<file path="config.mk">
export PLATFORM = sky130hd
export DESIGN_NAME = mtg_ram
export DESIGN_NICKNAME = d
export VERILOG_FILES = /design/src/rtl/core/mtg_ram.sv
export SDC_FILE = /design/constraint.sdc
export NUM_CORES = 2
export LEC_CHECK = 0
export BUFFER_PORTS_ARGS = -buffer_cell sky130_fd_sc_hd__buf_2
export CORE_AREA = 5 5 518 520
export DETAILED_ROUTE_END_ITERATION = 10
export DIE_AREA = 0 0 523 525
export PLACE_DENSITY = 0.43
export SLEW_MARGIN = 20
export SYNTH_ARGS = -nofsm -noshare
export SYNTH_HDL_FRONTEND = slang
export SYNTH_SLANG_ARGS = --single-unit
</file>
<file path="constraint.sdc">
create_clock -name clk -period 4.5 [get_ports clk]
set_input_delay 0.45 -clock clk [delete_from_list [all_inputs] [get_ports clk]]
set_output_delay 0.45 -clock clk [all_outputs]
set_load 0.02 [all_outputs]
</file>
<file path="src/rtl/core/mtg_ram.sv">
// Generic single-write, single-read synchronous RAM with registered read data.
module mtg_ram #(
  parameter int WIDTH = 32,
  parameter int DEPTH = 64,
  localparam int AW = (DEPTH > 1) ? $clog2(DEPTH) : 1
) (
  input  logic             clk,
  input  logic             we,
  input  logic [AW-1:0]    waddr,
  input  logic [WIDTH-1:0] wdata,
  input  logic [AW-1:0]    raddr,
  output logic [WIDTH-1:0] rdata
);

  logic [WIDTH-1:0] mem [DEPTH];

  always_ff @(posedge clk) begin
    if (we) begin
      mem[waddr] <= wdata;
    end
    rdata <= mem[raddr];
  end

endmodule

</file>
Word-level counts from Yosys, hierarchy flattened. Memory sizes are Yosys's and may differ from the RTL's. A register that Yosys moved wholly into a read port is not among the register bits. Index checks and enable logic that the tools add are counted.

Bits in read-only memories: 0. Logic and storage cells: 3. Register bits: 0. Memories kept: 1. Latch bits: 0. Output and inout port bits: 32. Memory bits (writable): 2048. Input port bits: 46.

Memory list: mem (words 64, width 32, read ports 1, clocked after Yosys merged registers in 1, wr ports 1, RTL line 15) `logic [WIDTH-1:0] mem [DEPTH];`.

Reduce and logical (&&, ||, !) cells: 0. $mul: 0. Add/subtract/negate cells: 0. Multiplexer cells: 2. Eq/ne operators: 0. Divide/modulo/power cells: 0. Shift-type cells: 0. Order comparisons: 0. Bitwise logic cells: 0.

Operators with widths (count): two-way mux 1 bit (2).

Logic depth before layout (Yosys ltp).
Depth after elaboration: 2. Gate-level depth with buffers: 10. Mapped depth without buffers: 5.

Least setup slack after synthesis. OpenSTA, ideal clock, no wires.

Kind: input to register. From: input port waddr[3]. To: memory mem[48][0], enable pin. Buffers on the path: 1. Setup slack: 890 ps. Stages on the path: 4. Data required time: 4039 ps. Library setup time: 461 ps. Arrival time: 3149 ps. Cells stage by stage: clkbuf_1 > nor2b_1 > nand4b_1 > nor3_1.

RTL lines: start, declared (RTL line 9) `input logic [AW-1:0] waddr,`; end, declared (RTL line 15).

Straight into the memory's write port.

==> flow_summary.yaml <==
status:
  outcome: "completed"
critical_path:
  cp.required_ps: 5180
  critPathLaunchType: "primary input"
  reg2reg_depth: 4
  end_kind: "flip-flop"
  r2r_slack_ps: 2260
  cp-endpoint: "rdata[7]"
  crit_fanout: 31
  worstSetupPathType: "primary input to flip-flop"
  arrival_ps: 3370
  worstSetupStartpoint: "raddr[0]"
  r2r_end: "rdata[7]"
  r2r_start: "mem[55][7]"
placed_design:
  dp_hpwl_um: 128600
  pre_cts_slack_ps: 888.4
  gp_congestion: 0.7212
  placed_area_um2: 84900
  numPlacedInstances: 6929
  io_buffers: 77
clock_tree:
  cts_resized: 0
  cts_setup_buffers: 0
  path_clk_slew_ps: 60
  cts_sinks: 2080
  htreeDepth: 4
  clockBufferDepth: 3
  root_buffer: "clkbuf_16"
  numCtsBuffers: 221
  clk_latency_ps: 840
  cts_tree: "done"
floorplanning:
  start_util_pct: 29.78
  dieArea_um2: 274600
  die_h_um: 525
  fp.coreArea_um2: 263700
  die_x_um: 523
  num_rows: 189
  ios: 78
finish:
  final_common_cell: "edfxtp_1"
  n_fill_cell: 24453
  final_nets: 3666
  final_util_pct: 34.83
  drive_gt1_share_pct: 30.93
  most-common-layout-cells: "2048 x edfxtp_1, 544 x mux4_2, 225 x clkbuf_16"
  fin_area_um2: 91840
  fin_cells: 7354
  area_growth_pct: 16.97
  multi_input_area_um2: 15970
  regArea_um2: 62140
grt:
  grt_pass1_vias: 38094
  grt_pass1_wl_um: 316300
  grt_start_max_net_pins: 65
  track_usage_pct: 16.47
  antenna_found_initial: 25
  grt_overflow_total: 0
synthesis:
  synth_top_family_by_area: "multiplexers"
  synth_area_leader_cell: "edfxtp_1"
  synth_area_um2: 78520
  synthSimpleGateAreaFrac_pct: 1.265
  synth_top_area_share_pct: 78.33
  synth-compound-area-share_pct: 1.673
  synth_area_leaders: "edfxtp_1 78%, mux4_2 16%, mux2i_1 1.2%"
  syn_nets: 3370
  synthDistinctLibCells: 34
  synth_xor_area_share_pct: 0
  ys_warn_count: 0
  synthMuxAreaShare_pct: 16.79
  ys_ff_latch: 2080
  syn-instance-count: 3324
  avgSynthCellArea_um2: 23.62
  synthAdderAreaFrac_pct: 0
  yosysSeqAreaShare_pct: 79.14
timing:
  drv_slew: 0
  finalHoldViolCount: 0
  rsz0062_at_grt: "no"
  fmax_ghz: 0.3723
  fin_setup_tns_ps: 0
  tightestPinTransition_ps: 968.1
  setup_slack_ps: 1814
  slew_headroom_pct: 35.46
  setup_viol: 0
  period_minus_slack_ps: 2686
  fin_worst_skew_ps: 37.20
  post-route-period-util_pct: 59.69
hold_path:
  hold_path.class: "primary input to flip-flop"
  whs_path_depth: 3
detailed_routing:
  first_pass_iters: 5
  vias_per_cell: 4.978
  drtAntennaViolNets: 0
  drt_iter0_markers: 3796
  dr_total_vias: 36608
  wl_per_cell_um: 31.15
  wirelength_um: 229100
  route.detailed.drc: 0
power:
  power_density_nw_per_um2: 445.9
  power_leakage_nw: 28.16
  peakVddDrop_mv: 0.3191
job:
  maxCapViolCount: 0
repair_timing:
item / 4_1_cts / 5_1_grt
endpoints found under the setup margin: 0 / 0
endpoints found under the hold margin: 16 / 0
hold buffers: 1 / 0
per-layer routing:
| metal | vias up | routed length (µm) | GRT usage, % |
|---|---|---|---|
| met3 | 327 | 12100 | 2.861 |
| met4 | 12 | 7932 | 5.815 |
| li1 | 14912 | - | - |
| met5 | - | 79 | 0 |
| met1 | 20277 | 101500 | 23.22 |
| met2 | 1080 | 107500 | 25.75 |
worst max-delay path: stages:
cell,delay (ps)
buf_8,330
buf_4,630
mux4_2,600
mux4_2,520
o22ai_1,550
nor2_1,170
through the flow:
stage,power (mW),hold slack [ps]
CTS,41.48,51.80
detailed placement,24.09,779.5
global placement,24.08,750.7
floorplan,22.99,548.9
global route,42.37,114.5
finish,40.95,121.8
worst min path at each step:
stage / start / to
after global routing: raddr[4] / rdata[31]
after detailed placement: mem[28][17] / rdata[17]
after floorplan: wdata[0] / mem[0][0]
final: raddr[4] / rdata[31]
after global placement: mem[28][8] / rdata[8]
after CTS: raddr[4] / rdata[31]
state kept, by name (all words and copies together) (netlist names):
signal / count
rdata: 32
mem: 2048
area by class of cell:
type	count	share of cell area, %
multi-input cells	1062	17.39
clock inverters	137	1.087
flip-flops and latches	2080	67.66
repair buffers	255	2.617
diodes	13	0.03542
well taps	3533	4.813
clock buffers	274	6.396
logic make-up after synthesis:
group | count (synthesis)
buf+inv | 182
compound gates | 202
mux | 637
simple gates | 223
flops | 2080
synthesized netlist by cell type:
cell type	n
buf_1	21
o32ai_1	4
buf_4	25
a22oi_1	12
clkbuf_1	74
or3_1	3
nor3_1	7
and3_1	4
nand3_1	5
nand2_1	26
a41o_1	4
mux2i_1	93
buf_2	57
buf_6	5
and2_1	2
or2_0	1
o22ai_1	84
nand2b_1	8
dfxtp_1	32
or3b_1	2
nor2_1	137
mux4_2	544
nand3b_1	5
or2_1	1
nor2b_1	15
a21oi_1	62
edfxtp_1	2048
or3b_2	3
nand4b_1	1
a31oi_1	1
nand4_1	2
a311oi_1	8
o221ai_1	27
or2_2	1
power breakdown:
group	leakage (nW)	switching, mW	internal, mW	total, mW
logic	6.07	1.29	0.749	2.04
registers	18.7	0.120	21.5	21.6
clock network	3.39	7.55	9.79	17.3
total	28.2	8.96	32.0	41.0
Note: power is estimated with default switching activity, not from simulation.
